**config.mk**
```make
export PLATFORM = sky130hd
export DESIGN_NAME = cna_combine
export DESIGN_NICKNAME = d
export VERILOG_FILES = /design/src/hw/rtl/cna_pkg.sv /design/src/hw/rtl/cna_combine.sv
export SDC_FILE = /design/constraint.sdc
export NUM_CORES = 2
export LEC_CHECK = 0
export BUFFER_PORTS_ARGS = -buffer_cell sky130_fd_sc_hd__buf_4
export CAP_MARGIN = 20
export CORE_UTILIZATION = 31
export DETAILED_ROUTE_END_ITERATION = 10
export PLACE_DENSITY_LB_ADDON = 0.1
export SYNTH_ARGS = -nofsm -noshare
export SYNTH_HDL_FRONTEND = slang
export SYNTH_SLANG_ARGS = --single-unit
```
**constraint.sdc**
```tcl
create_clock -name clock -period 6.67 [get_ports clock]
set_clock_uncertainty 0.15 [all_clocks]
set_input_delay 1.0005 -clock clock [delete_from_list [all_inputs] [get_ports clock]]
set_output_delay 1.0005 -clock clock [all_outputs]
set_load 0.02 [all_outputs]
```
**src/hw/rtl/cna_pkg.sv**
```systemverilog
// Shared types and constants of the complex arithmetic unit.
package cna_pkg;

   // Remainder width: divisor shifted by the top quotient bit position
   localparam int RW = 97;
   // Quotient width: 33 quotient bits plus room for the rounding increment
   localparam int QW = 34;

   localparam logic [QW-1:0] Q_MAX_POS = 34'h0_7FFF_FFFF;
   localparam logic [QW-1:0] Q_MAX_NEG = 34'h0_8000_0000;

   typedef enum logic [2:0] {
      FUNC_ADD   = 3'd0,
      FUNC_SUB   = 3'd1,
      FUNC_MUL   = 3'd2,
      FUNC_SCALE = 3'd3,
      FUNC_DIVC  = 3'd4,
      FUNC_DIVR  = 3'd5,
      FUNC_CMP   = 3'd6
   } func_type;

   typedef struct packed {
      logic [2:0]         func;
      logic signed [31:0] a_real;
      logic signed [31:0] a_imag;
      logic signed [31:0] b_real;
      logic signed [31:0] b_imag;
      logic signed [31:0] scalar;
   } op_type;

   typedef struct packed {
      func_type           func;
      logic signed [63:0] p0;
      logic signed [63:0] p1;
      logic signed [63:0] p2;
      logic signed [63:0] p3;
      logic signed [63:0] p4;
      logic signed [63:0] p5;
      logic signed [32:0] s_real;
      logic signed [32:0] s_imag;
      logic signed [31:0] a_real;
      logic signed [31:0] a_imag;
      logic signed [31:0] scalar;
   } prod_type;

   typedef struct packed {
      logic        neg;
      logic [63:0] mag;
   } part_type;

   typedef struct packed {
      func_type    func;
      part_type    re;
      part_type    im;
      logic [63:0] dvsr;
   } comb_type;

   typedef struct packed {
      logic          neg;
      logic          ovf;
      logic [RW-1:0] rem;
      logic [QW-1:0] quo;
   } dpart_type;

   typedef struct packed {
      logic        is_div;
      logic        eq;
      logic        err;
      logic [63:0] dvsr;
      dpart_type   re;
      dpart_type   im;
   } div_type;

   typedef struct packed {
      logic signed [31:0] res_real;
      logic signed [31:0] res_imag;
      logic               equal_flag;
      logic               div_error;
      logic               saturated;
   } rsp_type;

endpackage

```
**src/hw/rtl/cna_combine.sv**
```systemverilog
// Second stage: combine products into signed numerators and the divisor.
module cna_combine (
   input  logic              clock,
   input  logic              reset,
   input  logic              in_valid,
   output logic              in_ready,
   input  cna_pkg::prod_type in_data,
   output logic              out_valid,
   input  logic              out_ready,
   output cna_pkg::comb_type out_data
);
   import cna_pkg::*;

   logic     valid_ff;
   comb_type data_ff;
   comb_type data_in;
   part_type sc_sm;

   function automatic part_type to_sm(logic signed [64:0] v);
      part_type r;
      r.neg = v[64];
      r.mag = v[64] ? 64'(-v) : 64'(v);
      return r;
   endfunction

   // Select the numerators for each operation
   always_comb begin
      sc_sm        = to_sm(65'(in_data.scalar));
      data_in.func = in_data.func;
      data_in.re   = '0;
      data_in.im   = '0;
      data_in.dvsr = '0;
      case (in_data.func) inside
         FUNC_ADD, FUNC_SUB, FUNC_CMP: begin
            data_in.re = to_sm(65'(in_data.s_real));
            data_in.im = to_sm(65'(in_data.s_imag));
         end
         FUNC_MUL: begin
            data_in.re = to_sm(65'(in_data.p0) - 65'(in_data.p1));
            data_in.im = to_sm(65'(in_data.p2) + 65'(in_data.p3));
         end
         FUNC_SCALE: begin
            data_in.re = to_sm(65'(in_data.p0));
            data_in.im = to_sm(65'(in_data.p3));
         end
         FUNC_DIVC: begin
            data_in.re   = to_sm(65'(in_data.p0) + 65'(in_data.p1));
            data_in.im   = to_sm(65'(in_data.p3) - 65'(in_data.p2));
            data_in.dvsr = 64'(in_data.p4) + 64'(in_data.p5);
         end
         FUNC_DIVR: begin
            data_in.re     = to_sm(65'(in_data.a_real));
            data_in.im     = to_sm(65'(in_data.a_imag));
            data_in.re.neg = data_in.re.neg ^ sc_sm.neg;
            data_in.im.neg = data_in.im.neg ^ sc_sm.neg;
            data_in.dvsr   = sc_sm.mag;
         end
         default: begin
            data_in.re = '0;
         end
      endcase
   end

   assign in_ready = !valid_ff || out_ready;

   always_ff @(posedge clock) begin
      if (reset) begin
         valid_ff <= 1'b0;
      end else if (in_ready) begin
         valid_ff <= in_valid;
      end
   end

   always_ff @(posedge clock) begin
      if (in_ready && in_valid) begin
         data_ff <= data_in;
      end
   end

   assign out_valid = valid_ff;
   assign out_data  = data_ff;
endmodule

```
==> results.md <==
- Counting distinct cell types in the post-synthesis netlist gives 103.
- The worst register-to-register path has a setup slack of about 4.3 ns.
- The worst register-to-register path ends at out_data[53].
- The via count of the first global-routing pass is ~48k.
- The leakage power summed over all cells is roughly 22 nW.
- The buffer depth of the longest clock path is 2.
- The height of the die is 371.1 um.
- The congestion estimate from routability-driven global placement came to 1.009.
- The root buffer selected by CTS is clkbuf_16.
- The launching point of the worst reg2reg path is out_valid.
- TritonCTS built the clock tree.
- Clock latency on the worst-skew pair, taken at its later pin, is 0.55 ns.
- Yosys printed 0 warnings.
- STA classifies the critical path endpoint as a flop.
- The effective utilization at floorplan is 0.3121.
- Clock-pin slew was measured on the worst setup and hold paths at roughly 0.10 ns.
- Setup repair after global routing left no endpoint under its margin.
- The net count of the finished layout is 7623.
- For this run, global-route usage on met2 was measured as 0.5387.
- STA classifies the critical path startpoint as an input pin.
- The width of the chip is 371.1 um.
- The mean instance size in the synthesized netlist is between 7 and 8 um2.
- The number of slew-limit violations in the final report was 0.
- Summing over every cut layer, the via total after detailed routing is 50.08k.
- The core footprint is 135300 um2.
- The wire length of the first global-routing pass is 328400 um.
- The finished layout holds 8532 standard cells, fillers aside.
- In the final layout, the multi-input gates occupy roughly 34000 um2.
- The met1 usage in global routing is 0.4026.
- The initial antenna violation count is 21.
- The hold path startpoint is out_valid.
- The area of all placed cells without fillers is approximately 53000 um2.
- The maximum ir drop on the vdd rail is 0.0002158 V.
- The routed length per placed instance is 27.05 um.
- The final routed wirelength across all metal layers is 230800 um.
- From synthesis to final layout, the design area changed by 25.64%.
- Fill cells in the final layout number 14.50k.
- The number of buffers inserted for hold repair after clock tree synthesis is 0.
- The worst hold path depth is 2.
- Across every metal layer, demand over resource in global routing totals 0.3222.
- The DRC violation count after routing is 0.
- In this run the post-CTS setup repair buffer count came out at 0.
- The most common cell after layout, fill and taps aside is buf_4.
- The violation count after the first detailed-routing iteration is roughly 4.8k.
- Measured in cells, the most critical reg-to-reg path has a length of 3.
- The total overflow left after global routing is 0.
- The share of the clock period used by the worst path is 0.9347.
- Static timing analysis puts the maximum clock frequency at 160.4 MHz.
- The total nets after synthesis is 6711.
- For the pin with the worst max-slew slack, the measured transition is ~1.1 ns.
- The number of hold violations in the final report is 0.
- The class of the most critical hold timing path is reg2reg.
- The number of buffers inserted during clock tree synthesis is 17.
- The layout cell share with drive strength beyond 1 is 0.1967.
- Along the worst path, the maximum fanout reaches 6.
- The post-synthesis cell count is 5823.
- The share of flip-flops with an asynchronous set or reset after synthesis is 0.
- After detailed placement, the design holds a cell count of 8497.
- The final sum of negative setup slack is 0 ns.
- After layout, the design draws a total of ~8.4 mW.
- For this design the ratio of total power to cell area is about 160 nW/um2.
- The most heavily used metal layer in global routing is met2.
- The run finished with clean final reports.
- The tree built by TritonCTS fans out to 198 sinks.
- The area of the die is around 140000 um2.
- Counting flops and latches in the post-synthesis netlist gives 198.
- Yosys mapped a number of flops with a built-in enable equal to slightly below 200.
- The type of the worst setup path is in2reg.
- The first TritonRoute pass finished after 6 iterations.
- Summing all placed instances gives a cell area of 52430 um2.
- The sequential element share of the synthesized area is 0.1406.
- The detail route stage leaves a number of antenna-violating nets equal to 0.
- The final period demand of the worst path is 6.235 ns.
- The data arrival time of the worst path is 6.41 ns.
- In the routed layout, each cell is associated on average with a via count of roughly 5.9.
- The count of pins on the block boundary is 752.
- The count of input and output buffers is 751.
- The netlist area before placement is 42230 um2.
- The worst hold path terminates at out_valid.
- The floorplan has 135 rows.
- The H-tree depth reported by CTS is 4.
- The fraction of met3 tracks used by global routing is 0.06234.
- The worst pin sits at a relative slew slack of 0.2704.
- The pin count of the biggest net entering global routing is 74.
- The post-detailed-placement half-perimeter wirelength is 193500 um.
- The register area is 5936 um2.
- The required time at the worst-slack endpoint is 6.84 ns.
- The top cell types in the final layout, fill and taps aside, are 1154 x buf_4, 508 x a21oi_1, 476 x o21ai_0.
- In the synthesized netlist the dominant register cell turns out to be edfxtp_1.
- Setup violations remaining at the end of the flow were counted as 0.
- The number of gates resized after CTS was 0.
- The number of max-capacitance violations reported is 0.
[cell families after synthesis]
family	Yosys count	share of synthesized area
AO/OA/AOI/OAI	2094	0.3248
XOR/XNOR	718	0.1489
adder cells (fa/ha/maj)	335	0.1001
buffers and inverters	598	0.05383
flip-flops	198	0.1406
multiplexers	37	0.009036
AND/OR/NAND/NOR	1843	0.2227
[worst max path at each step]
stage                 startpoint             to  slack (ns)  cells past startpoint
finish              in_data[292]  out_data[122]        0.44                     19
global route        in_data[301]  out_data[122]        0.35                     19
CTS                 in_data[482]  out_data[192]        0.69                     19
detailed placement  in_data[482]  out_data[192]        0.09                     19
global placement    in_data[354]  out_data[122]       -0.14                     20
floorplan              out_ready    out_data[0]        0.15                      2
[final cells by class]
cell class,instances,share of cell area
multi-input cells,5027,0.6431
repair buffers,1168,0.1683
flip-flops and latches,198,0.1119
well taps,1781,0.04200
inverters,323,0.02285
clock buffers,17,0.008017
clock inverters,15,0.003796
diodes,3,0.0001415
[metrics by stage]
step | hold WS [ns] | setup slack (ns) | utilization
floorplan | 0.5790 | 0.1501 | -
finish | 0.4156 | 0.4352 | 0.3922
global route | 0.4268 | 0.3457 | 0.3922
detailed placement | 0.4178 | 0.09482 | 0.3875
CTS | 0.4204 | 0.6945 | 0.3921
global placement | 0.3990 | -0.1355 | 0.3875
[routing by layer]
metal,routed length [um],up-vias
li1,-,23670
met1,95600,23940
met2,107300,2094
met3,17360,353
met4,10410,22
met5,142,-
[critical path: stages]
cell	delay (ns)
buf_4	0.14
ha_1	0.36
buf_4	0.18
nor2b_1	0.16
o31ai_1	0.53
a21boi_0	0.30
o31ai_1	0.36
a311oi_1	0.18
a221oi_1	0.60
nor3b_1	0.33
buf_4	0.20
nand2_1	0.08
nor4_2	0.34
buf_4	0.20
or4b_1	0.55
nor4_2	0.33
a31o_2	0.22
xor2_1	0.07
a211o_1	0.29
[state kept, by name, summed over array words and instances, names as in the netlist]
name	cells
out_data	197
out_valid	1
[synth_stat cells, drive strengths merged (17+ instances only)]
library cell  count  area [um2]
o21ai           484        2422
and3             39       244.0
nor2b            68       425.4
a41oi            17       148.9
or3              87       549.3
and2             44       277.8
a21o            124       930.9
o31a             26       229.0
nand4           104       650.6
o21a             52       390.4
nor4            113       725.7
mux2i            28       280.3
xnor2           464        4064
a221oi           35       306.5
a311oi           22       198.9
a211oi           40       300.3
a21oi           511        2565
nor2            431        1618
o41ai            44       400.4
clkbuf          234       878.3
a21boi           17       127.6
or2              43       269.0
a22oi            74       555.5
edfxtp          197        5916
nor3            145       752.0
or4              59       454.2
buf              41       182.7
o221ai           35       306.5
ha              330        4129
nand2b           65       406.6
o22ai            52       325.3
o311ai           18       157.7
o31ai           181        1359
a31o             17       148.9
inv             314        1179
nand3           124       620.6
o211ai           49       372.9
xor2            254        2225
a31oi            65       406.6
nand2           432        1622
o21bai           87       653.1
[power breakdown]
part	internal (mW)	total (mW)	switching, mW
combinational	2.14	5.53	3.39
clock	0.516	1.25	0.732
sequential	1.53	1.61	0.0785
total	4.19	8.39	4.20
(Power assumes the default switching activity.)
