--- config.mk ---
export PLATFORM = sky130hd
export DESIGN_NAME = cna_round
export DESIGN_NICKNAME = d
export VERILOG_FILES = /design/src/hw/rtl/cna_pkg.sv /design/src/hw/rtl/cna_round.sv
export SDC_FILE = /design/constraint.sdc
export NUM_CORES = 1
export LEC_CHECK = 0
export BUFFER_PORTS_ARGS = -buffer_cell sky130_fd_sc_hd__buf_2
export CAP_MARGIN = 20
export CELL_PAD_IN_SITES_DETAIL_PLACEMENT = 0
export CELL_PAD_IN_SITES_GLOBAL_PLACEMENT = 1
export CORE_UTILIZATION = 36
export DETAILED_ROUTE_END_ITERATION = 10
export GPL_ROUTABILITY_DRIVEN = 0
export PLACE_DENSITY_LB_ADDON = 0.1
export SLEW_MARGIN = 10
export SYNTH_ARGS = -nofsm -noshare
export SYNTH_HDL_FRONTEND = slang
export SYNTH_SLANG_ARGS = --single-unit
--- constraint.sdc ---
create_clock -name clock -period 6.8 [get_ports clock]
set_input_delay 0.34 -clock clock [delete_from_list [all_inputs] [get_ports clock]]
set_output_delay 0.34 -clock clock [all_outputs]
set_load 0.01 [all_outputs]
--- src/hw/rtl/cna_pkg.sv ---
// Shared types and constants of the complex arithmetic unit.
package cna_pkg;

   // Remainder width: divisor shifted by the top quotient bit position
   localparam int RW = 97;
   // Quotient width: 33 quotient bits plus room for the rounding increment
   localparam int QW = 34;

   localparam logic [QW-1:0] Q_MAX_POS = 34'h0_7FFF_FFFF;
   localparam logic [QW-1:0] Q_MAX_NEG = 34'h0_8000_0000;

   typedef enum logic [2:0] {
      FUNC_ADD   = 3'd0,
      FUNC_SUB   = 3'd1,
      FUNC_MUL   = 3'd2,
      FUNC_SCALE = 3'd3,
      FUNC_DIVC  = 3'd4,
      FUNC_DIVR  = 3'd5,
      FUNC_CMP   = 3'd6
   } func_type;

   typedef struct packed {
      logic [2:0]         func;
      logic signed [31:0] a_real;
      logic signed [31:0] a_imag;
      logic signed [31:0] b_real;
      logic signed [31:0] b_imag;
      logic signed [31:0] scalar;
   } op_type;

   typedef struct packed {
      func_type           func;
      logic signed [63:0] p0;
      logic signed [63:0] p1;
      logic signed [63:0] p2;
      logic signed [63:0] p3;
      logic signed [63:0] p4;
      logic signed [63:0] p5;
      logic signed [32:0] s_real;
      logic signed [32:0] s_imag;
      logic signed [31:0] a_real;
      logic signed [31:0] a_imag;
      logic signed [31:0] scalar;
   } prod_type;

   typedef struct packed {
      logic        neg;
      logic [63:0] mag;
   } part_type;

   typedef struct packed {
      func_type    func;
      part_type    re;
      part_type    im;
      logic [63:0] dvsr;
   } comb_type;

   typedef struct packed {
      logic          neg;
      logic          ovf;
      logic [RW-1:0] rem;
      logic [QW-1:0] quo;
   } dpart_type;

   typedef struct packed {
      logic        is_div;
      logic        eq;
      logic        err;
      logic [63:0] dvsr;
      dpart_type   re;
      dpart_type   im;
   } div_type;

   typedef struct packed {
      logic signed [31:0] res_real;
      logic signed [31:0] res_imag;
      logic               equal_flag;
      logic               div_error;
      logic               saturated;
   } rsp_type;

endpackage

--- src/hw/rtl/cna_round.sv ---
// Last stage: round quotients, saturate, and hold the result register.
module cna_round (
   input  logic             clock,
   input  logic             reset,
   input  logic             in_valid,
   output logic             in_ready,
   input  cna_pkg::div_type in_data,
   output logic             out_valid,
   input  logic             out_ready,
   output cna_pkg::rsp_type out_data
);
   import cna_pkg::*;

   logic    valid_ff;
   rsp_type data_ff;
   rsp_type data_in;
   logic    sat_re;
   logic    sat_im;

   // Round half away from zero, then clip to the 32-bit range
   function automatic logic [32:0] fin(dpart_type p, logic dv, logic [63:0] d);
      logic          rnd;
      logic [QW-1:0] q;
      logic          sat;
      logic [31:0]   v;
      rnd = dv && !p.ovf && ({p.rem[63:0], 1'b0} >= {1'b0, d});
      q   = p.quo + QW'(rnd);
      sat = p.ovf || (p.neg ? (q > Q_MAX_NEG) : (q > Q_MAX_POS));
      if (sat) begin
         v = p.neg ? 32'h8000_0000 : 32'h7FFF_FFFF;
      end else begin
         v = p.neg ? (~q[31:0] + 32'd1) : q[31:0];
      end
      return {sat, v};
   endfunction

   always_comb begin
      {sat_re, data_in.res_real} = fin(in_data.re, in_data.is_div, in_data.dvsr);
      {sat_im, data_in.res_imag} = fin(in_data.im, in_data.is_div, in_data.dvsr);
      data_in.equal_flag = in_data.eq;
      data_in.div_error  = in_data.err;
      data_in.saturated  = sat_re | sat_im;
   end

   assign in_ready = !valid_ff || out_ready;

   always_ff @(posedge clock) begin
      if (reset) begin
         valid_ff <= 1'b0;
      end else if (in_ready) begin
         valid_ff <= in_valid;
      end
   end

   always_ff @(posedge clock) begin
      if (in_ready && in_valid) begin
         data_ff <= data_in;
      end
   end

   assign out_valid = valid_ff;
   assign out_data  = data_ff;
endmodule

==> flow_metrics.py, run 1 <==
metrics = {
    "critical_path": {
        "cp-start-kind": "input pin",
        "r2r_setup_slack_ns": 5.14,
        "cp_max_fo": 5,
        "r2r_start": "out_valid",
        "crit_type": "input pin to flip-flop",
        "crit_path_end_kind": "flip-flop",
        "cp.arrival_ns": 6.44,
        "cp-startpoint": "in_data[317]",
        "crit_required_ns": 6.96,
    },
    "outcome": {
        "status": "finished, violations left",
        "violations": "design-rule violations",
    },
    "sta": {
        "rsz0062_at_grt": "no",
        "slew_headroom": 0.3848,
        "maxSlewViolCount": 0,
        "finalHoldViolations": 0,
        "fin_skew_ns": 0.009687,
        "fin_setup_tns_ns": 0,
        "fmax_mhz": 159.2,
        "worstMarginPinSlew_ns": 0.9229,
        "layout_setup_ws_ns": 0.5175,
        "setup_violations": 0,
        "period_needed_ns": 6.282,
        "period_share": 0.9239,
    },
    "layout": {
        "nets": 1982,
        "drive_gt1_frac": 0.2922,
        "final_util": 0.4609,
        "final_cell_mix": "339 x buf_2, 134 x ha_1, 92 x nor2_1, 88 x nand2_1, 86 x inv_1",
        "syn2layout_area_growth_pct": 24.65,
        "final_common_cell": "buf_2",
    },
    "logic_synthesis": {
        "postSynthAreaPerCell_um2": 8.246,
        "synth_fp_nets": 1646,
        "syn-cell-area_um2": 9689,
        "synth_edf_count": 67,
        "synth_cell_types": 83,
        "synthArstFlopShare": 0,
        "synth_ff_type": "edfxtp_1",
        "synthesis.instances": 1175,
        "yosys_warnings": 0,
        "synth-seq-cells": 68,
        "ys_seq_area_frac": 0.2097,
    },
    "cts": {
        "clk_pin_slew_ns": 0.07,
        "cts_tree": "yes",
        "cts_setup_buffers": 0,
        "numCtsBuffers": 9,
        "clockBufferDepth": 2,
        "cts.sinks": 68,
        "htreeDepth": 3,
        "cts_hold_buf": 0,
        "root_buffer": "clkbuf_16",
        "cts-resized-gates": 0,
        "clk-insertion-delay-late_ns": 0.35,
    },
    "place": {
        "port_buffers": 339,
        "hpwl_um": 28450,
        "pre_cts_ws_ns": 0.1818,
    },
    "power": {
        "vdd_drop_max_uv": 105.6,
        "leakage_uw": 0.005518,
        "clockPowerShare": 0.304,
        "power.share.sequential": 0.349,
        "power.density_nw_per_um2": 120.0,
        "swShare": 0.3363,
        "internal_power_uw": 962.2,
        "p_comb_frac": 0.347,
        "switchingPower_uw": 487.7,
    },
    "global_routing": {
        "grt.overflow.total": 0,
        "grt_pass1_vias": 9560,
        "antenna_found_initial": 14,
        "grt_pass1_wl_um": 51430,
        "grt_use_total": 0.2362,
        "grt_max_degree": 68,
    },
    "die": {
        "rows": 59,
        "die_w_um": 166.1,
        "dieArea_um2": 27570,
        "core_um2": 26210,
        "die_h_um": 166.1,
        "io_pins": 406,
        "start_util": 0.3697,
    },
    "detailed_routing": {
        "drt_iter0_markers": 552,
        "ant_nets": 0,
        "avgRoutedWirePerCell_um": 18.03,
        "wl_um": 33530,
        "via_per_inst": 5.459,
        "post-route-drc-count": 26,
        "num_vias": 10150,
        "dr.pass1.iters": 8,
    },
    "job": {
        "maxCapViolCount": 0,
    },
    "min_path": {
        "hp-class": "input pin to flip-flop",
        "hold_start": "reset",
    },
}
per-stage QoR:
stage	total power (uW)	hold slack, ns	std cells	area, um^2
2_1_floorplan	811.6	0.4091	1175	9689
3_3_place_gp	1010	0.5014	1834	11770
3_5_place_dp	1016	0.5027	1834	11770
4_1_cts	1460	0.1410	1850	12040
5_1_grt	1540	0.1480	1858	12070
6_report	1450	0.1500	1860	12080
metal layers:
metal,wire (um),part of all wire,vias up,GRT usage
met5,56,0.0017,-,0
met1,13830,0.41,4651,0.2811
met3,2448,0.073,55,0.06030
met4,992,0.030,10,0.09508
met2,16200,0.48,315,0.4045
li1,-,-,5123,-
critical path: stages:
cell and delay (ns):
buf_2 0.08, inv_1 0.06, ha_1 0.30, nand4_1 0.14, nor2_1 0.14, nand3_1 0.12, or4_1 0.55, or3_1 0.43
nand3b_1 0.22, o41ai_1 0.38, a211oi_1 0.15, a211oi_1 0.23, buf_4 0.18, ha_1 0.18, ha_1 0.27, inv_1 0.07
ha_1 0.19, or4b_1 0.45, o31ai_1 0.14, o21ai_2 0.15, a21o_1 0.22, buf_4 0.16, a211oi_1 0.18, buf_4 0.16
and3_1 0.29, nand4_1 0.14, mux2_2 0.28, o22ai_1 0.20
cells in the mapped netlist, types with 11 or more instances:
cell | number | area, um^2
a21o_1 | 48 | 360.4
a21oi_1 | 74 | 370.4
a311oi_2 | 14 | 210.2
a31oi_1 | 11 | 68.82
and2_1 | 14 | 87.58
and3_1 | 18 | 112.6
buf_2 | 11 | 55.05
clkbuf_1 | 18 | 67.56
edfxtp_1 | 67 | 2012
ha_1 | 134 | 1677
inv_1 | 86 | 322.8
nand2_1 | 88 | 330.3
nand3_1 | 61 | 305.3
nand4_1 | 51 | 319.1
nor2_1 | 92 | 345.3
nor2b_1 | 21 | 131.4
nor3_1 | 28 | 140.1
nor4_1 | 17 | 106.4
o21ai_0 | 40 | 200.2
o22ai_1 | 21 | 131.4
or3_1 | 15 | 93.84
xnor2_1 | 42 | 367.9
xor2_1 | 22 | 192.7
flip-flops by register name, indices dropped and copies added, names as in the netlist:
name,flops
out_valid,1
out_data,67
cell families after synthesis:
| group | share of synthesized area |
|---|---|
| AND/OR/NAND/NOR | 0.2797 |
| buffers and inverters | 0.05837 |
| flip-flops | 0.2097 |
| multiplexers | 0.01201 |
| AO/OA/AOI/OAI | 0.2093 |
| XOR/XNOR | 0.05785 |
| adder cells (fa/ha/maj) | 0.1730 |
area by class of cell:
class / instances / area (um^2)
Antenna cell: 9 / 22.52
Sequential cell: 68 / 2032
Clock buffer: 10 / 229.0
Multi-Input combinational cell: 978 / 7093
Fill cell: 2738 / 14130
Tap cell: 335 / 419.2
Timing Repair Buffer: 367 / 1914
Inverter: 87 / 326.6
Clock inverter: 6 / 41.29
power groups by stage:
stage | combinational, uW | clock, uW | sequential, uW
CTS | 504 | 449 | 506
global route | 565 | 467 | 508
finish | 503 | 441 | 506
floorplan | 282 | 0 | 530
global placement | 496 | 0 | 514
detailed placement | 501 | 0 | 515
path summary, 6_finish.rpt:
kind | end | cells past startpoint
max reg2reg | out_data[17] | 3
min reg2reg | out_valid | 2
max | out_data[65] | 28
min | out_valid | 2
(Power assumes the default switching activity.)
==> inputs of run 2 (changes only) <==
--- a/config.mk
+++ b/config.mk
@@ -9,6 +9,7 @@
 export CAP_MARGIN = 20
 export CELL_PAD_IN_SITES_DETAIL_PLACEMENT = 0
 export CELL_PAD_IN_SITES_GLOBAL_PLACEMENT = 1
+export CORE_MARGIN = 2
 export CORE_UTILIZATION = 36
 export DETAILED_ROUTE_END_ITERATION = 10
 export GPL_ROUTABILITY_DRIVEN = 0
==> flow_metrics.py, run 2 (same netlist as run 1, synthesis figures left out) <==
metrics = {
    "outcome": {
        "status": "finished, final reports clean",
    },
    "place": {
        "post_dp_cell_area_um2": 11760,
        "port_buffers": 339,
        "hpwl_um": 28450,
        "placedCellCount": 1838,
    },
    "critical_path": {
        "crit_path_end_kind": "flip-flop",
        "crit_required_ns": 6.89,
        "cp-start-kind": "input pin",
        "r2r_setup_slack_ns": 5.17,
        "cp.arrival_ns": 6.29,
        "cp_max_fo": 10,
        "crit_type": "input pin to flip-flop",
    },
    "cts": {
        "cts_tree": "yes",
        "numCtsBuffers": 9,
        "cts-resized-gates": 0,
        "cts_hold_buf": 0,
        "clockBufferDepth": 2,
        "clk_pin_slew_ns": 0.06,
        "htreeDepth": 3,
        "cts_setup_buffers": 0,
        "clk-insertion-delay-late_ns": 0.35,
        "cts.sinks": 68,
        "root_buffer": "clkbuf_16",
    },
    "layout": {
        "final_common_cell": "buf_2",
        "nets": 1980,
        "drive_gt1_frac": 0.2913,
        "stdcell_area_um2": 12090,
        "finalNonFillerCells": 1863,
        "multi_input_comb_area_um2": 7093,
        "largest_reg_flops": 67,
        "final_cell_mix": "339 x buf_2, 134 x ha_1, 92 x nor2_1, 88 x nand2_1, 86 x inv_1",
        "regArea_um2": 2032,
        "syn2layout_area_growth_pct": 24.78,
        "fillers": 2677,
    },
    "global_routing": {
        "grt_pass1_wl_um": 51140,
        "grt_pass1_vias": 9574,
        "grt.overflow.total": 0,
        "antenna_found_initial": 12,
        "grt_use_total": 0.2291,
        "grt_max_degree": 68,
    },
    "power": {
        "power_uw": 1488,
        "leakage_uw": 0.005523,
        "power.density_nw_per_um2": 123.1,
        "vdd_drop_max_uv": 115.6,
    },
    "detailed_routing": {
        "ant_nets": 0,
        "via_per_inst": 5.412,
        "dr.pass1.iters": 5,
        "drt_iter0_markers": 584,
        "num_vias": 10080,
        "wl_um": 33580,
        "avgRoutedWirePerCell_um": 18.03,
        "post-route-drc-count": 0,
    },
    "sta": {
        "fin_setup_tns_ns": 0,
        "finalHoldViolations": 0,
        "fmax_mhz": 161.5,
        "period_needed_ns": 6.192,
        "setup_violations": 0,
        "fin_skew_ns": 0.01500,
        "worstMarginPinSlew_ns": 0.9853,
        "maxSlewViolCount": 0,
        "slew_headroom": 0.3431,
        "rsz0062_at_grt": "no",
        "period_share": 0.9105,
    },
    "die": {
        "die_w_um": 168.1,
        "die_h_um": 168.1,
        "io_pins": 406,
        "dieArea_um2": 28240,
        "start_util": 0.3636,
        "core_um2": 26650,
        "rows": 60,
    },
    "min_path": {
        "hp-class": "input pin to flip-flop",
    },
    "job": {
        "maxCapViolCount": 0,
    },
}
-- run 2: area by class of cell --
cell class	count	share of cell area
Timing Repair Buffer	365	0.1571
Clock buffer	9	0.01863
Inverter	87	0.02701
Sequential cell	68	0.1681
Multi-Input combinational cell	978	0.5867
Antenna cell	8	0.001656
Clock inverter	7	0.005588
Tap cell	341	0.03529
-- run 2: final timing paths --
path	start	to	cells past startpoint
setup / recovery	in_data[319]	out_data[0]	26
hold / removal	reset	out_valid	2
setup reg to reg	out_valid	out_data[55]	3
hold reg to reg	out_valid	out_valid	2
-- run 2: where the power goes --
part	switching (uW)	leakage (uW)	internal, uW
Clock	197	0.000141	282
Sequential	8.38	0.000662	497
Combinational	285	0.00472	218
Total	491	0.00552	998
-- run 2: per-stage QoR --
stage	util	hold slack [ns]	worst slack [ns]
final	0.4537	0.1469	0.6085
after global routing	0.4532	0.1574	0.1684
after CTS	0.4523	0.1422	0.5586
after detailed placement	0.4414	0.4999	0.2126
after global placement	0.4414	0.5009	0.3075
after floorplan	-	0.4091	0.9039
-- run 2: critical path: stages --
cell and delay, ns:
buf_2 0.07, inv_1 0.06, ha_1 0.32, nand4_1 0.15, nor2_1 0.13, nand3_1 0.12, or4_1 0.55, or3_1 0.41
nand3b_1 0.21, o41ai_1 0.39, a211oi_1 0.13, a211oi_1 0.22, buf_4 0.18, ha_1 0.17, ha_1 0.27, inv_1 0.08
ha_1 0.20, or4b_1 0.45, o31ai_1 0.13, o21ai_2 0.16, a21o_1 0.25, a211oi_2 0.22, nand3_1 0.15, o41a_4 0.44
buf_4 0.21, or2_2 0.29
-- run 2: routing by layer --
metal | part of all wire | up-vias | track usage
met5 | 0.0014 | - | 0
met4 | 0.028 | 8 | 0.08058
met3 | 0.071 | 58 | 0.05242
met2 | 0.48 | 337 | 0.3958
met1 | 0.42 | 4562 | 0.2802
li1 | - | 5118 | -
