### src/hw/rtl/cna_pkg.sv
// Shared types and constants of the complex arithmetic unit.
package cna_pkg;

   // Remainder width: divisor shifted by the top quotient bit position
   localparam int RW = 97;
   // Quotient width: 33 quotient bits plus room for the rounding increment
   localparam int QW = 34;

   localparam logic [QW-1:0] Q_MAX_POS = 34'h0_7FFF_FFFF;
   localparam logic [QW-1:0] Q_MAX_NEG = 34'h0_8000_0000;

   typedef enum logic [2:0] {
      FUNC_ADD   = 3'd0,
      FUNC_SUB   = 3'd1,
      FUNC_MUL   = 3'd2,
      FUNC_SCALE = 3'd3,
      FUNC_DIVC  = 3'd4,
      FUNC_DIVR  = 3'd5,
      FUNC_CMP   = 3'd6
   } func_type;

   typedef struct packed {
      logic [2:0]         func;
      logic signed [31:0] a_real;
      logic signed [31:0] a_imag;
      logic signed [31:0] b_real;
      logic signed [31:0] b_imag;
      logic signed [31:0] scalar;
   } op_type;

   typedef struct packed {
      func_type           func;
      logic signed [63:0] p0;
      logic signed [63:0] p1;
      logic signed [63:0] p2;
      logic signed [63:0] p3;
      logic signed [63:0] p4;
      logic signed [63:0] p5;
      logic signed [32:0] s_real;
      logic signed [32:0] s_imag;
      logic signed [31:0] a_real;
      logic signed [31:0] a_imag;
      logic signed [31:0] scalar;
   } prod_type;

   typedef struct packed {
      logic        neg;
      logic [63:0] mag;
   } part_type;

   typedef struct packed {
      func_type    func;
      part_type    re;
      part_type    im;
      logic [63:0] dvsr;
   } comb_type;

   typedef struct packed {
      logic          neg;
      logic          ovf;
      logic [RW-1:0] rem;
      logic [QW-1:0] quo;
   } dpart_type;

   typedef struct packed {
      logic        is_div;
      logic        eq;
      logic        err;
      logic [63:0] dvsr;
      dpart_type   re;
      dpart_type   im;
   } div_type;

   typedef struct packed {
      logic signed [31:0] res_real;
      logic signed [31:0] res_imag;
      logic               equal_flag;
      logic               div_error;
      logic               saturated;
   } rsp_type;

endpackage

### src/hw/rtl/cna_prep.sv
// Third stage: divisor and tolerance tests, quotient setup, product rescale.
module cna_prep #(
   parameter int FRAC_BITS = 16
) (
   input  logic              clock,
   input  logic              reset,
   input  logic [30:0]       tolerance,
   input  logic              in_valid,
   output logic              in_ready,
   input  cna_pkg::comb_type in_data,
   output logic              out_valid,
   input  logic              out_ready,
   output cna_pkg::div_type  out_data
);
   import cna_pkg::*;

   logic        valid_ff;
   div_type     data_ff;
   div_type     data_in;
   logic [63:0] thr;
   logic        is_dv;
   logic        err;

   function automatic dpart_type prep_part(part_type p, func_type f, logic dv,
                                           logic [63:0] d);
      dpart_type   r;
      logic [RW-1:0] num;
      logic [RW-1:0] lim;
      logic [64:0]   qv;
      num   = RW'(p.mag) << FRAC_BITS;
      lim   = RW'(d) << (QW - 1);
      qv    = {1'b0, p.mag >> FRAC_BITS} + 65'(p.mag[FRAC_BITS-1]);
      r     = '0;
      r.neg = p.neg;
      case (f) inside
         FUNC_ADD, FUNC_SUB: begin
            r.quo = QW'(p.mag);
         end
         FUNC_MUL, FUNC_SCALE: begin
            r.quo = QW'(qv);
            r.ovf = |qv[64:QW-1];
         end
         FUNC_DIVC, FUNC_DIVR: begin
            if (dv) begin
               r.rem = num;
               r.ovf = (num >= lim);
            end
         end
         default: begin
            r.neg = 1'b0;
         end
      endcase
      return r;
   endfunction

   // Test divisor and compare against tolerance, then set up the parts
   always_comb begin
      thr    = (in_data.func == FUNC_DIVC) ? (64'(tolerance) << FRAC_BITS)
                                           : 64'(tolerance);
      is_dv  = (in_data.func == FUNC_DIVC) || (in_data.func == FUNC_DIVR);
      err    = is_dv && ((in_data.dvsr == '0) || (in_data.dvsr < thr));
      data_in.is_div = is_dv && !err;
      data_in.err    = err;
      data_in.eq     = (in_data.func == FUNC_CMP) &&
                       (in_data.re.mag <= 64'(tolerance)) &&
                       (in_data.im.mag <= 64'(tolerance));
      data_in.dvsr   = in_data.dvsr;
      data_in.re     = prep_part(in_data.re, in_data.func, data_in.is_div, in_data.dvsr);
      data_in.im     = prep_part(in_data.im, in_data.func, data_in.is_div, in_data.dvsr);
   end

   assign in_ready = !valid_ff || out_ready;

   always_ff @(posedge clock) begin
      if (reset) begin
         valid_ff <= 1'b0;
      end else if (in_ready) begin
         valid_ff <= in_valid;
      end
   end

   always_ff @(posedge clock) begin
      if (in_ready && in_valid) begin
         data_ff <= data_in;
      end
   end

   assign out_valid = valid_ff;
   assign out_data  = data_ff;
endmodule

### config.mk
export PLATFORM = sky130hd
export DESIGN_NAME = cna_prep
export DESIGN_NICKNAME = d
export VERILOG_FILES = /design/src/hw/rtl/cna_pkg.sv /design/src/hw/rtl/cna_prep.sv
export SDC_FILE = /design/constraint.sdc
export NUM_CORES = 1
export LEC_CHECK = 0
export BUFFER_PORTS_ARGS = -buffer_cell sky130_fd_sc_hd__buf_2
export CAP_MARGIN = 40
export CORE_AREA = 2 2 222 224
export CTS_CLUSTER_SIZE = 40
export DETAILED_ROUTE_END_ITERATION = 7
export DIE_AREA = 0 0 224 226
export SLEW_MARGIN = 20
export SYNTH_ARGS = -nofsm -noshare
export SYNTH_HDL_FRONTEND = slang
export SYNTH_SLANG_ARGS = --single-unit
### constraint.sdc
create_clock -name clock -period 18.3 [get_ports clock]
set_input_delay 0 -clock clock [delete_from_list [all_inputs] [get_ports clock]]
set_output_delay 0 -clock clock [all_outputs]
set_load 0.01 [all_outputs]
==> results of run 1 <==
==> cells in the final DEF, fill, tap and decap left out, drive strengths merged, types with 24 or more instances in the layout <==
master,n
a211oi,64
a21o,44
a21oi,57
buf,517
clkbuf,33
conb,66
dlygate4sd3,197
edfxtp,267
ha,206
inv,208
mux2i,24
nand2,80
nand3,51
nand4,77
nor2,236
nor3,33
nor4,55
o21ai,46
xnor2,58
==> power by group through the flow <==
stage          Sequential, W  Clock [W]  Combinational [W]
5_1_grt             0.000736   0.000674           0.000403
3_3_place_gp        0.000746          0           0.000321
4_1_cts             0.000733   0.000651           0.000364
2_1_floorplan       0.000775          0           0.000155
3_5_place_dp        0.000746          0           0.000329
6_report            0.000733   0.000640           0.000369
==> layout make-up <==
type                            instances  area (um2)  area share [%]
Tap cell                              622         778            3.27
Clock inverter                         22         246            1.03
Sequential cell                       268        8040            33.7
Inverter                              207         777            3.26
Antenna cell                            5        12.5          0.0525
Multi-Input combinational cell       1234        8440            35.5
Timing Repair Buffer                  714        4740            19.9
Clock buffer                           33         783            3.29
==> logic make-up after synthesis <==
family,count (synthesis),synth area share (%)
AO/OA/AOI/OAI,283,10.8
XOR/XNOR,58,2.87
adder cells (fa/ha/maj),206,14.5
buffers and inverters,326,8.47
flip-flops,268,45.3
multiplexers,25,1.42
other,1,0.0212
AND/OR/NAND/NOR,596,16.5
==> critical path: stages <==
cell      delay [ps]
buf_4            520
or3b_2           550
buf_16           230
nand2_1           70
ha_1             290
a21o_1           180
a21o_1           170
a21oi_1          190
o211ai_1         130
nor4_1           400
o21ai_0          320
nand3_4          390
buf_12           260
buf_4            670
nor2_1           110
==> synth_stat cells (32+ instances only) <==
cell type	number	area share, %
nand4_1	76	2.7
nor3_1	32	0.90
inv_1	207	4.4
xnor2_1	58	2.9
a211oi_1	64	2.7
nor2_1	236	5.0
clkbuf_1	43	0.91
a21o_1	44	1.9
nand2_1	80	1.7
o21ai_0	46	1.3
edfxtp_1	267	45
nor4_1	54	1.9
a21oi_1	57	1.6
nand3_1	50	1.4
ha_1	206	15
buf_4	66	2.8
==> state kept, by name, summed over array words and instances, names as in the netlist <==
signal	count
out_valid	1
out_data	267
==> stage by stage <==
step / instances / total power [W] / setup WS, ps / hold WS (ps) / util, %
after global placement: 2840 / 0.00107 / 13200 / 157 / 42.6
after detailed placement: 2844 / 0.00108 / 13300 / 158 / 42.9
after floorplan: 1828 / 0.000930 / 11040 / 69.1 / -
final: 3105 / 0.00174 / 14000 / 34.4 / 49.3
after CTS: 3095 / 0.00175 / 13880 / 83.7 / 49.0
after global routing: 3104 / 0.00181 / 13650 / 33.8 / 49.3
==> routing by layer <==
layer | up-vias | track usage, %
met2 | 776 | 49.9
met1 | 8013 | 34.4
li1 | 7726 | -
met4 | 0 | 9.33
met3 | 114 | 3.88
met5 | - | 0
==> worst max path at each step <==
stage,slack (ps),start,cells past startpoint,endpoint
finish,14000,in_data[195],15,out_data[193]
global route,13650,in_data[195],15,out_data[193]
CTS,13880,in_data[195],14,out_data[193]
detailed placement,13300,in_data[195],14,out_data[67]
global placement,13200,in_data[195],12,out_data[59]
floorplan,11040,out_valid,2,out_data[0]
==> impl_metrics.json, run 1 <==
{
  "outcome": "finished, final reports clean",
  "wl_met3_mm": 4.90,
  "drive_gt1_share_pct": 23.5,
  "clock.fmax_mhz": 232,
  "internal_power_w": 0.00124,
  "cts_sinks": 268,
  "tritoncts": "built",
  "pin_count": 567,
  "power_frac_clock_pct": 36.7,
  "ys_warn_count": 0,
  "p_seq_share_pct": 42.1,
  "setup_viol_count_final": 0,
  "core_area_mm2": 0.0483,
  "wl_mm": 72.9,
  "routabilityCongestion": 0.927,
  "cp-end-kind": "flip-flop",
  "die_y_um": 226,
  "area.growth.synth_to_final_pct": 34.4,
  "die_area_mm2": 0.0506,
  "synth-edff-count": 267,
  "fin_crit_sh_pct": 23.5,
  "arrival_ps": 4590,
  "num_vias": 16600,
  "first_global_vias": 16600,
  "ys_seq_area_share_pct": 45.3,
  "sw_frac_of_total_pct": 28.6,
  "grt_setup_unrepaired": "no",
  "route.detailed.drc": 0,
  "cts_max_path_buffers": 3,
  "worst-r2r-cell-count": 6,
  "clock-skew-final_ps": 26.2,
  "root_buffer": "clkbuf_16",
  "cts_buffers": 30,
  "synth_flop_cell": "edfxtp_1",
  "grt_max_degree": 80,
  "wl_per_cell_um": 23.5,
  "min_path_cells": 3,
  "nNetsFinal": 2893,
  "start_kind": "input port",
  "grt_pass1_wl_mm": 104,
  "critPathRequiredTime_ps": 18580,
  "synth_cell_types": 68,
  "die_width_um": 224,
  "r2r-start": "out_valid",
  "p_sw_w": 0.000498,
  "hold_path.class": "input port to flip-flop",
  "grt_antenna_before_repair": 4,
  "cellLeakagePower_nw": 11.0,
  "yosys_register_bits": 268,
  "syn_area_mm2": 0.0177,
  "hold_viol_final": 0,
  "pwr-share-comb_pct": 21.2,
  "placed_cell_area_mm2": 0.0207,
  "p_per_area_mw_per_mm2": 73.1,
  "whs_endpoint": "out_data[240]",
  "peakVddDrop_mv": 0.0692,
  "wl_met1_mm": 29.4,
  "async_reset_ff_share_pct": 0,
  "hpwl_mm": 56.9,
  "period_needed_ps": 4300,
  "maxCapViolations": 0,
  "grtUsageTotal_pct": 27.9,
  "cts-hold-fix-buffers": 196,
  "report.final.slew_viol_count": 0,
  "cts_resized": 0,
  "first_pass_iters": 6,
  "worstSetupPathType": "input port to flip-flop",
  "grt-ovfl-total": 0,
  "min_from": "out_ready",
  "antenna_left": 0,
  "nFillCells": 4489,
  "first_iter_violations": 1185,
  "wl_met2_mm": 36.3,
  "worstSkewPairLatency_ps": 590,
  "start_util_pct": 36.7,
  "postCtsSetupRepairBufs": 0,
  "h-tree-depth": 1,
  "tightest_slew_ps": 854,
  "top_layer_used": "met4",
  "tns_ps": 0,
  "rows": 81,
  "path_max_fanout": 68,
  "path_clk_slew_ps": 70,
  "relSlewSlack_pct": 43.1,
  "final_area_mm2": 0.0238,
  "r2r_slack_ps": 15910,
  "r2r-end": "out_data[11]",
  "vias_per_cell": 5.36,
  "netlist_instances": 1763,
  "port_buffers": 500,
  "syn_area_per_cell_um2": 10.1
}
Note: power is estimated with default switching activity, not from simulation.
==> run 2, diff against run 1 <==
- clock period: 18.3 -> 4.22 ns (I/O delays scaled with it)
==> run 2 against run 1 <==
Net effect: via count up 2.5%; register-to-register slack worse by 14000 ps; non-clock buffer count up 9; routed wire length up 4.3%; global-route usage up 1.6 points; utilization up 0.15 points; clock skew down 10 ps; power rose to 4.4 times the previous value; sequential power rose to 4.3 times the previous value; first-iteration DRC count up 22%; highest routed layer unchanged.
==> impl_metrics.json, run 2 (synthesis gave the netlist of run 1 again) <==
{
  "cts_resized": 0,
  "drive_gt1_share_pct": 23.7,
  "tns_ps": 0,
  "worstSetupPathType": "input port to flip-flop",
  "cellLeakagePower_nw": 11.0,
  "pin_count": 567,
  "path_max_fanout": 32,
  "peakVddDrop_mv": 0.250,
  "outcome": "finished, final reports clean",
  "crit_slowest_cell": "or3b_2",
  "report.final.slew_viol_count": 0,
  "largest_reg_flops": 267,
  "hold_path.class": "input port to flip-flop",
  "tritoncts": "built",
  "grt_max_degree": 78,
  "port_buffers": 500,
  "vias_per_cell": 5.46,
  "path_cells": "dlygate4sd3_1 > buf_4 > or3b_2 > buf_4 > nand2_1 > ha_1 > and4_1 > a221oi_1 > a211oi_1 > nor4_1 > o21ai_0 > buf_4 > nand3_4 > buf_4 > o31ai_1",
  "path_clk_slew_ps": 60,
  "grt_antenna_before_repair": 4,
  "p_per_area_mw_per_mm2": 321,
  "cts_sinks": 268,
  "worstSkewPairLatency_ps": 550,
  "finalPower_w": 0.00768,
  "first_global_vias": 17000,
  "nNetsFinal": 2906,
  "final_cell_mix": "buf_2, edfxtp_1, nor2_1",
  "dp_cells": 2857,
  "first_iter_violations": 1451,
  "relSlewSlack_pct": 47.7,
  "wl_per_cell_um": 24.4,
  "setup_viol_count_final": 0,
  "r2r-start": "out_valid",
  "grt_setup_unrepaired": "no",
  "grt_pass1_wl_mm": 109,
  "grt-ovfl-total": 0,
  "final_common_cell": "buf_2",
  "die_width_um": 224,
  "root_buffer": "clkbuf_16",
  "first_pass_iters": 5,
  "antenna_left": 0,
  "clock-skew-final_ps": 16.0,
  "routabilityCongestion": 0.926,
  "area.growth.synth_to_final_pct": 34.8,
  "start_kind": "input port",
  "fin_crit_sh_pct": 87.9,
  "crit_family": "buffers and inverters",
  "die_area_mm2": 0.0506,
  "hpwl_mm": 58.9,
  "wl_mm": 76.0,
  "clock.fmax_mhz": 270,
  "nFillCells": 4501,
  "die_y_um": 226,
  "rows": 81,
  "grtUsageTotal_pct": 29.4,
  "crit_top_cell": "buf_4",
  "cp-end-kind": "flip-flop",
  "start_util_pct": 36.7,
  "tightest_slew_ps": 765,
  "h-tree-depth": 2,
  "r2r_slack_ps": 2300,
  "final.setup.worst_slack_ps": 511,
  "min_from": "in_valid",
  "cts-hold-fix-buffers": 196,
  "cts_max_path_buffers": 3,
  "hold_viol_final": 0,
  "period_needed_ps": 3710,
  "cts_buffers": 34,
  "stdcell_count": 3120,
  "postCtsSetupRepairBufs": 0,
  "core_area_mm2": 0.0483,
  "maxCapViolations": 0,
  "num_vias": 17000,
  "crit_buf_inv": 5,
  "critPathRequiredTime_ps": 4500,
  "pre_cts_slack_ps": 535,
  "route.detailed.drc": 0,
  "cp_slowest_stage_delay_ps": 640,
  "arrival_ps": 3990,
  "worstSetupStartpoint": "in_data[195]"
}
==> run 2: stage by stage <==
stage	hold slack, ps	cell area [um2]	utilization [%]
global route	49.0	23900	49.4
floorplan	69.1	18000	-
detailed placement	158	20800	43.0
finish	49.3	23900	49.4
global placement	156	20800	42.9
CTS	27.2	23900	49.3
==> run 2: final timing paths <==
kind,to,depth (start not counted)
worst max-delay path,out_data[264],15
worst min-delay path,out_data[241],2
worst max register to register,out_data[78],4
worst min register to register,out_data[241],2
==> run 2: power breakdown <==
part | internal, W | switching (W)
Combinational | 0.000619 | 0.000997
Clock | 0.00172 | 0.00116
Sequential | 0.00313 | 0.0000494
Total | 0.00547 | 0.00221
==> run 2: area by class of cell <==
| class | count | area (um2) | share of cell area (%) |
|---|---|---|---|
| multi-input cells | 1234 | 8440 | 35.3 |
| flip-flops and latches | 268 | 8040 | 33.6 |
| repair buffers | 723 | 4750 | 19.9 |
| clock buffers | 46 | 960 | 4.02 |
| well taps | 622 | 778 | 3.26 |
| inverters | 207 | 777 | 3.25 |
| clock inverters | 15 | 126 | 0.529 |
| diodes | 5 | 12.5 | 0.0524 |
==> run 2: metal layers <==
| metal | global-route usage [%] | share of wire (%) |
|---|---|---|
| met2 | 52.0 | 49 |
| met1 | 36.4 | 40 |
| met4 | 10.3 | 3.4 |
| met5 | 0 | 0 |
| met3 | 4.55 | 6.8 |
