### config.mk
export PLATFORM = sky130hd
export DESIGN_NAME = cna_div_stage
export DESIGN_NICKNAME = d
export VERILOG_FILES = /design/src/hw/rtl/cna_pkg.sv /design/src/hw/rtl/cna_div_stage.sv
export SDC_FILE = /design/constraint.sdc
export NUM_CORES = 1
export LEC_CHECK = 0
export ABC_AREA = 1
export BUFFER_PORTS_ARGS = -buffer_cell sky130_fd_sc_hd__buf_2
export CAP_MARGIN = 25
export CELL_PAD_IN_SITES_DETAIL_PLACEMENT = 1
export CELL_PAD_IN_SITES_GLOBAL_PLACEMENT = 1
export CORE_MARGIN = 1.5
export CORE_UTILIZATION = 42
export DETAILED_ROUTE_END_ITERATION = 6
export PLACE_DENSITY_LB_ADDON = 0.25
export SYNTH_ARGS = -nofsm -noshare
export SYNTH_HDL_FRONTEND = slang
export SYNTH_SLANG_ARGS = --single-unit
### constraint.sdc
create_clock -name clock -period 54.3 [get_ports clock]
set_clock_uncertainty 0.1 [all_clocks]
set_input_delay 8.145 -clock clock [delete_from_list [all_inputs] [get_ports clock]]
set_output_delay 8.145 -clock clock [all_outputs]
set_load 0.01 [all_outputs]
### src/hw/rtl/cna_pkg.sv
// Shared types and constants of the complex arithmetic unit.
package cna_pkg;

   // Remainder width: divisor shifted by the top quotient bit position
   localparam int RW = 97;
   // Quotient width: 33 quotient bits plus room for the rounding increment
   localparam int QW = 34;

   localparam logic [QW-1:0] Q_MAX_POS = 34'h0_7FFF_FFFF;
   localparam logic [QW-1:0] Q_MAX_NEG = 34'h0_8000_0000;

   typedef enum logic [2:0] {
      FUNC_ADD   = 3'd0,
      FUNC_SUB   = 3'd1,
      FUNC_MUL   = 3'd2,
      FUNC_SCALE = 3'd3,
      FUNC_DIVC  = 3'd4,
      FUNC_DIVR  = 3'd5,
      FUNC_CMP   = 3'd6
   } func_type;

   typedef struct packed {
      logic [2:0]         func;
      logic signed [31:0] a_real;
      logic signed [31:0] a_imag;
      logic signed [31:0] b_real;
      logic signed [31:0] b_imag;
      logic signed [31:0] scalar;
   } op_type;

   typedef struct packed {
      func_type           func;
      logic signed [63:0] p0;
      logic signed [63:0] p1;
      logic signed [63:0] p2;
      logic signed [63:0] p3;
      logic signed [63:0] p4;
      logic signed [63:0] p5;
      logic signed [32:0] s_real;
      logic signed [32:0] s_imag;
      logic signed [31:0] a_real;
      logic signed [31:0] a_imag;
      logic signed [31:0] scalar;
   } prod_type;

   typedef struct packed {
      logic        neg;
      logic [63:0] mag;
   } part_type;

   typedef struct packed {
      func_type    func;
      part_type    re;
      part_type    im;
      logic [63:0] dvsr;
   } comb_type;

   typedef struct packed {
      logic          neg;
      logic          ovf;
      logic [RW-1:0] rem;
      logic [QW-1:0] quo;
   } dpart_type;

   typedef struct packed {
      logic        is_div;
      logic        eq;
      logic        err;
      logic [63:0] dvsr;
      dpart_type   re;
      dpart_type   im;
   } div_type;

   typedef struct packed {
      logic signed [31:0] res_real;
      logic signed [31:0] res_imag;
      logic               equal_flag;
      logic               div_error;
      logic               saturated;
   } rsp_type;

endpackage

### src/hw/rtl/cna_div_stage.sv
// One restoring-division stage: resolves one quotient bit of both parts.
module cna_div_stage #(
   parameter int SHIFT = 0
) (
   input  logic             clock,
   input  logic             reset,
   input  logic             in_valid,
   output logic             in_ready,
   input  cna_pkg::div_type in_data,
   output logic             out_valid,
   input  logic             out_ready,
   output cna_pkg::div_type out_data
);
   import cna_pkg::*;

   logic    valid_ff;
   div_type data_ff;
   div_type data_in;

   function automatic dpart_type step(dpart_type p, logic dv, logic [63:0] d);
      dpart_type   r;
      logic [RW-1:0] t;
      r = p;
      t = RW'(d) << SHIFT;
      if (dv && (p.rem >= t)) begin
         r.rem        = p.rem - t;
         r.quo[SHIFT] = 1'b1;
      end
      return r;
   endfunction

   // Subtract the shifted divisor where it fits
   always_comb begin
      data_in    = in_data;
      data_in.re = step(in_data.re, in_data.is_div, in_data.dvsr);
      data_in.im = step(in_data.im, in_data.is_div, in_data.dvsr);
   end

   assign in_ready = !valid_ff || out_ready;

   always_ff @(posedge clock) begin
      if (reset) begin
         valid_ff <= 1'b0;
      end else if (in_ready) begin
         valid_ff <= in_valid;
      end
   end

   always_ff @(posedge clock) begin
      if (in_ready && in_valid) begin
         data_ff <= data_in;
      end
   end

   assign out_valid = valid_ff;
   assign out_data  = data_ff;
endmodule

==> key figures, run 1 <==
Finish
  • Area growth, synth to finish: 18.8%
  • Final Util: 50.3%
  • Layout cells sized above 1: 18.3%
  • Final Net Count: 5755

Power
  • Worst vdd ir: 25.6 uV
  • Sequential share of power: 37.0%
  • Power share of the clock group: 30.6%
  • Pwr Density: 24.4 nW/um^2
  • Lkg Pwr: 0.0190 uW
  • Sw frac: 37.6%
  • P_int: 536 uW
  • Net Switching: 322 uW
  • Gate power share: 32.4%

Place
  • Final Wtd Congestion: 1.05
  • Pre-CTS worst setup slack: 37.38 ns
  • I/O Buffers: 671
  • Final HPWL DP: 131000 um

Timing
  • Worst slew pin tran: 1.17 ns
  • Final-report max-slew violation count: 0
  • Final hold violation count: 0
  • # setup viols final: 0
  • Part of the cycle the worst path needs: 31.1%
  • Slack of the critical path: 37.39 ns
  • Achievable frequency: 59.1 MHz
  • Final min period: 16.91 ns
  • Setup tns final: 0 ns
  • Slew margin rel.: 21.1%
  • Unrepaired setup endpoints after global routing: false

Critical path
  • Crit path capture type: output pin
  • Reg2reg path depth: 4
  • Critical-path maximum fanout: 2
  • CP arrival: 8.67 ns
  • Startpoint types: input pin
  • WS Path Type: input pin to output pin
  • CP dominant cell by count: buf_2
  • Worst path bufs/invs: 3
  • Crit path max-delay family: buffers and inverters
  • Worst-path cell chain: buf_2, inv_1, nand2_1, buf_2
  • Crit path depth: 4
  • Max incr delay on CP: 0.20 ns
  • Crit-path slowest cell: buf_2
  • Required time of the critical path: 46.06 ns

Clock tree
  • CTS Sinks: 334
  • Bufs on Longest Clock Path: 3
  • Post-CTS sizing: 0
  • CTS H-tree depth: 2
  • Worst-Skew Late Latency: 0.58 ns
  • Root Driver: clkbuf_16
  • Hold-fix buffers at CTS: 0
  • # Post-CTS Setup Buffers: 0
  • CTS tree: done
  • CTS clk-pin slew, worst paths: 0.06 ns
  • Number of CTS-inserted buffers: 38

Detailed routing
  • Initial DRC count: 3043
  • Total routed wirelength: 156000 um
  • ANT nets after route: 0
  • Vias per cell: 5.32
  • Vias: 33400
  • Router iterations before antenna repair: 6
  • DRC Markers: 0
  • Per-cell routed wire length: 24.8 um

Floorplan
  • Width of the die: 268 um
  • Boundary pin count: 672
  • Die Y-Extent: 268 um
  • Rows: 97
  • Core Area: 69800 sq um
  • Area of the die: 72000 sq um
  • Starting Density: 42.4%

Yosys
  • Syn_nets: 5075
  • Synthesis-stage register bit count: 334
  • Top FF cell, synth: edfxtp_1
  • Syn Inst Count: 4608
  • Syn Area/Cell: 6.41 sq um
  • Area of the mapped netlist: 29600 sq um
  • Sequential share of the synthesized area: 33.9%
  • Cell variety after synth: 39
  • Post-synth EDFFs: 333
  • Yosys warns: 0
  • Ys async rst share: 0%

GRT
  • Gr usage total: 42.0%
  • Initial antenna violation count: 33
  • GRT overflow: 0
  • Vias in the first global route: 33100
  • Global-route wire length before repair: 217000 um
  • Pin count of the biggest net entering global routing: 100

Min path
  • Hold path depth: 2
  • Hold crit path type: flip-flop to flip-flop

Run
  • Maximum capacitance violations: 0

Run status
  • Outcome: complete, no violations
power by group through the flow:
stage                     sequential (uW)  combinational, uW  clock [uW]
after CTS                             317                270         264
final                                 317                278         263
after detailed placement              321                266           0
after floorplan                       340                140           0
after global placement                320                259           0
after global routing                  318                295         271
through the flow:
stage	area, sq um	power, uW	hold slack [ns]	instances
after CTS	35000	852	0.563	6255
after detailed placement	33800	588	0.527	6187
after floorplan	29600	479	0.477	4608
after global routing	35100	885	0.553	6270
final	35100	858	0.563	6277
after global placement	33800	580	0.490	6187
layout make-up:
type                            instances  area [sq um]
Timing Repair Buffer                  680          3450
Inverter                              932          3500
Sequential cell                       334         10000
Tap cell                              940          1180
Clock buffer                           48          1010
Fill cell                            9719         34700
Multi-Input combinational cell       3302         15700
Antenna cell                           21          52.6
Clock inverter                         20           190
cells in the final DEF (no fill, tap or decap), types with 2 or more instances in the layout:
cell type  instances
nand4_1           72
diode_2           21
clkinv_8           2
nor2_2            34
o21ai_0           25
fa_1               2
edfxtp_1         333
o21ai_2           79
inv_2             23
xnor2_1           71
o21ai_1           34
and2_1            10
nand2_8            2
nand2_2           89
clkinv_2           2
nand3_1          148
nor4_1             2
nor2_1           386
bufinv_16          3
a21oi_1           83
ha_1             128
and3_1             8
xor2_1            16
nand2_1         1998
inv_1            909
o21bai_1           4
clkbuf_16         39
nor3_1            38
clkinv_1          11
clkbuf_1           9
nand3_2            4
nor2_4             4
buf_4              8
or2_2              3
buf_2            671
nand3b_1          54
cell usage after synthesis, types with 2 or more instances:
cell type / count / area, sq um
nand2_1: 1998 / 7500
inv_1: 909 / 3410
nor2_1: 386 / 1450
edfxtp_1: 333 / 10000
nand3_1: 148 / 741
ha_1: 128 / 1600
nand2_2: 89 / 557
a21oi_1: 84 / 420
o21ai_2: 79 / 692
nand4_1: 72 / 450
xnor2_1: 71 / 622
nand3b_1: 54 / 405
nor3_1: 38 / 190
nor2_2: 34 / 213
o21ai_1: 34 / 170
o21ai_0: 25 / 125
inv_2: 23 / 86.3
buf_6: 18 / 203
xor2_1: 16 / 140
buf_2: 14 / 70.1
and2_1: 10 / 62.6
and3_1: 8 / 50.1
buf_8: 5 / 75.1
nand3_2: 4 / 40.0
nor2_4: 4 / 45.0
o21bai_1: 4 / 30.0
clkbuf_1: 3 / 11.3
or2_2: 3 / 18.8
fa_1: 2 / 40.0
nand2_4: 2 / 22.5
nor4_1: 2 / 12.5
sequential cells by signal, summed over array words and instances, names as in the netlist:
register / cells
out_valid: 1
out_data: 333
kinds of logic (layout without fill, tap and decap cells):
group / after synthesis / after routing / share of synthesized area, %
simple gates: 2855 / 2855 / 39.9
buf+inv: 972 / 1680 / 13.0
flops: 334 / 334 / 33.9
compound gates: 230 / 230 / 5.03
fa+ha+maj: 130 / 130 / 5.55
xor+xnor: 87 / 87 / 2.58
other cells: 0 / 21 / 0
worst min-delay path, stage by stage (launching register included):
cell and delay, ns:
dfxtp_1 0.37, nand2_1 0.15, a21oi_1 0.09
layer usage:
metal,vias to the layer above,global-route usage [%],wire [um]
met2,1574,65.2,67800
met1,16000,53.7,62900
li1,15500,-,-
met3,339,9.15,15100
met4,22,24.4,10000
met5,-,0,145
path summary, 6_finish.rpt:
| check | end | slack (ns) | start |
|---|---|---|---|
| hold reg to reg | out_valid | 0.56 | out_valid |
| setup reg to reg | out_data[114] | 50.68 | out_valid |
| hold / removal | out_valid | 0.56 | out_valid |
| setup / recovery | in_ready | 37.39 | out_ready |
Power figures use the tool's default switching activity.
==> inputs of run 2 (changes only) <==
--- a/config.mk
+++ b/config.mk
@@ -11,7 +11,7 @@
 export CELL_PAD_IN_SITES_DETAIL_PLACEMENT = 1
 export CELL_PAD_IN_SITES_GLOBAL_PLACEMENT = 1
 export CORE_MARGIN = 1.5
-export CORE_UTILIZATION = 42
+export CORE_UTILIZATION = 35
 export DETAILED_ROUTE_END_ITERATION = 6
 export PLACE_DENSITY_LB_ADDON = 0.25
 export SYNTH_ARGS = -nofsm -noshare
==> constraint.sdc (replaced) <==
create_clock -name clock -period 14 [get_ports clock]
set_clock_uncertainty 0.1 [all_clocks]
set_input_delay 2.1 -clock clock [delete_from_list [all_inputs] [get_ports clock]]
set_output_delay 2.1 -clock clock [all_outputs]
set_load 0.01 [all_outputs]
==> run 2 against run 1 <==
Net effect:
- power rose to 4.0 times the previous value
- critical path depth rose by 8
- register-to-register slack got worse by 40 ns
- final cell count rose by 3.1%
- sequential cell count did not move
- worst hold slack got worse by 0.12 ns
- combinational power rose to 3.8 times the previous value
- clock power rose to 4.3 times the previous value
- largest power group unchanged
- highest routed layer unchanged
==> key figures, run 2 (synthesis results as in run 1) <==
Finish
  • Fin area: 35500 sq um (+1.2%)
  • Commonest non-fill, non-tap cell in the layout: nand2_1
  • Final Net Count: 5760 (+0.087%)
  • Area growth, synth to finish: 20.2%
  • Most frequent cells in the layout: 1998 x nand2_1, 909 x inv_1, 671 x buf_2, 386 x nor2_1, 333 x edfxtp_1
  • Layout cells sized above 1: 18.5% (+0.22 points)
  • Largest register FFs: 333 (unchanged)

Critical path
  • Max incr delay on CP: 0.74 ns (+0.54 ns)
  • Worst path bufs/invs: 3 (unchanged)
  • WS Path Type: input pin to flip-flop
  • Worst setup path start: in_data[328]
  • Crit path to: out_data[212]
  • Critical-path maximum fanout: 96 (+94)
  • CP arrival: 5.82 ns (-2.85 ns)
  • Startpoint types: input pin
  • CP dominant cell by count: a21oi_1
  • Crit path capture type: flip-flop
  • Crit path depth: 12 (+8)
  • Required time of the critical path: 14.22 ns (-31.84 ns)
  • Reg2reg path depth: 3 (-1)
  • Worst-path cell chain: buf_2, inv_1, ha_1, a21oi_1, o21ai_0, a21oi_1, o21ai_1, nor2_1, nand3_2, nand2_8, buf_4, o21ai_2
  • Crit path max-delay family: simple AND/OR/NAND/NOR gates
  • Crit-path slowest cell: buf_4
  • R2r setup slk: 10.63 ns (-40.05 ns)
  • Reg2reg end: out_data[320]
  • R2r startpoint: out_valid

Timing
  • Worst slew pin tran: 1.12 ns (-0.0529 ns)
  • Achievable frequency: 179 MHz
  • Unrepaired setup endpoints after global routing: false
  • Final-report max-slew violation count: 0 (unchanged)
  • Slack of the critical path: 8.40 ns (-28.99 ns)
  • Final min period: 5.60 ns
  • Setup tns final: 0 ns (unchanged)
  • Slew margin rel.: 24.9% (+3.8 points)
  • # setup viols final: 0 (unchanged)
  • Final hold violation count: 0 (unchanged)
  • Part of the cycle the worst path needs: 40.0%

Clock tree
  • CTS tree: done
  • CTS clk-pin slew, worst paths: 0.06 ns (about the same)
  • Number of CTS-inserted buffers: 42 (+11%)
  • CTS Sinks: 334 (unchanged)
  • # Post-CTS Setup Buffers: 0 (unchanged)
  • Root Driver: clkbuf_16
  • Post-CTS sizing: 0 (unchanged)
  • Bufs on Longest Clock Path: 3 (unchanged)
  • Worst-Skew Late Latency: 0.59 ns (about the same)
  • CTS H-tree depth: 2 (unchanged)
  • Hold-fix buffers at CTS: 0 (unchanged)

Place
  • Final Wtd Congestion: 0.997 (-5.1%)
  • Placed Instance Area: 34100 sq um (+0.80%)
  • Pre-CTS worst setup slack: 7.73 ns (-29.66 ns)
  • Final HPWL DP: 139000 um (+5.5%)
  • I/O Buffers: 671 (unchanged)

Detailed routing
  • Vias per cell: 5.02 (-5.7%)
  • DRC Markers: 0 (unchanged)
  • Total routed wirelength: 159000 um (+1.7%)
  • Vias: 32500 (-2.8%)
  • Initial DRC count: 2536 (-17%)
  • Router iterations before antenna repair: 6 (unchanged)
  • ANT nets after route: 0 (unchanged)
  • Per-cell routed wire length: 24.5 um (-1.4%)

Power
  • Final Total Pwr: 3420 uW (+300%)
  • Sequential share of power: 36.2% (-0.8 points)
  • Lkg Pwr: 0.0191 uW (+0.49%)
  • Sw frac: 36.8% (-0.76 points)
  • Worst vdd ir: 86.9 uV (+240%)
  • Pwr Density: 96.4 nW/um^2 (+290%)
  • P_int: 2160 uW (+300%)
  • Power share of the clock group: 32.8% (+2.2 points)
  • Gate power share: 31.0% (-1.4 points)
  • Net Switching: 1260 uW (+290%)

Floorplan
  • Die Y-Extent: 294 um (+9.4%)
  • Starting Density: 35.3% (-7.0 points)
  • Width of the die: 294 um (+9.4%)
  • Area of the die: 86200 sq um (+20%)
  • Boundary pin count: 672 (unchanged)
  • Rows: 106 (+9.3%)
  • Core Area: 83700 sq um (+20%)

GRT
  • Global-route wire length before repair: 221000 um (+1.5%)
  • Vias in the first global route: 32000 (-3.3%)
  • Initial antenna violation count: 25 (-24%)
  • Gr usage total: 35.8% (-6.2 points)
  • GRT overflow: 0 (unchanged)
  • Pin count of the biggest net entering global routing: 97 (-3.0%)

Min path
  • Hold crit path type: flip-flop to flip-flop

Run
  • Maximum capacitance violations: 0 (unchanged)

Run status
  • Outcome: complete, no violations
## run 2: worst min path at each step
stage | cells past startpoint | start | to | slack, ns
after global placement | 2 | out_valid | out_valid | 0.42
after global routing | 2 | out_valid | out_valid | 0.50
after detailed placement | 2 | out_valid | out_valid | 0.44
final | 2 | out_valid | out_valid | 0.44
after CTS | 2 | out_valid | out_valid | 0.45
after floorplan | 2 | out_valid | out_valid | 0.49
## run 2: power by group through the flow
stage / Sequential, uW / Combinational [uW] / Clock (uW)
final: 1240 / 1060 / 1120
after global routing: 1240 / 1140 / 1170
after CTS: 1240 / 1040 / 1140
after detailed placement: 1260 / 1040 / 0
after global placement: 1260 / 1030 / 0
after floorplan: 1300 / 542 / 0
## run 2: final cells by class
type / count / area, sq um
fillers: 11300 / 48200
multi-input cells: 3302 / 15700
flip-flops and latches: 334 / 10000
inverters: 932 / 3500
repair buffers: 681 / 3470
well taps: 1134 / 1420
clock buffers: 48 / 1090
clock inverters: 26 / 270
diodes: 15 / 37.5
## run 2: metal layers
| layer | routed length [um] | vias up | GRT usage, % |
|---|---|---|---|
| met1 | 68300 | 15500 | 47.6 |
| met5 | 82 | - | 0 |
| met4 | 7220 | 14 | 14.9 |
| met2 | 69600 | 1298 | 56.3 |
| li1 | - | 15500 | - |
| met3 | 13300 | 229 | 7.43 |
## run 2: stage by stage
| stage | hold slack, ns | utilization, % | std cells |
|---|---|---|---|
| final | 0.439 | 42.4 | 6472 |
| after global routing | 0.497 | 42.4 | 6464 |
| after CTS | 0.446 | 42.4 | 6456 |
| after detailed placement | 0.436 | 40.7 | 6382 |
| after global placement | 0.417 | 40.7 | 6381 |
| after floorplan | 0.490 | - | 4608 |
## run 2: tightest hold or removal path: stages (launching register included)
cell	delay, ns
dfxtp_1	0.34
nand2_1	0.10
a21oi_1	0.06
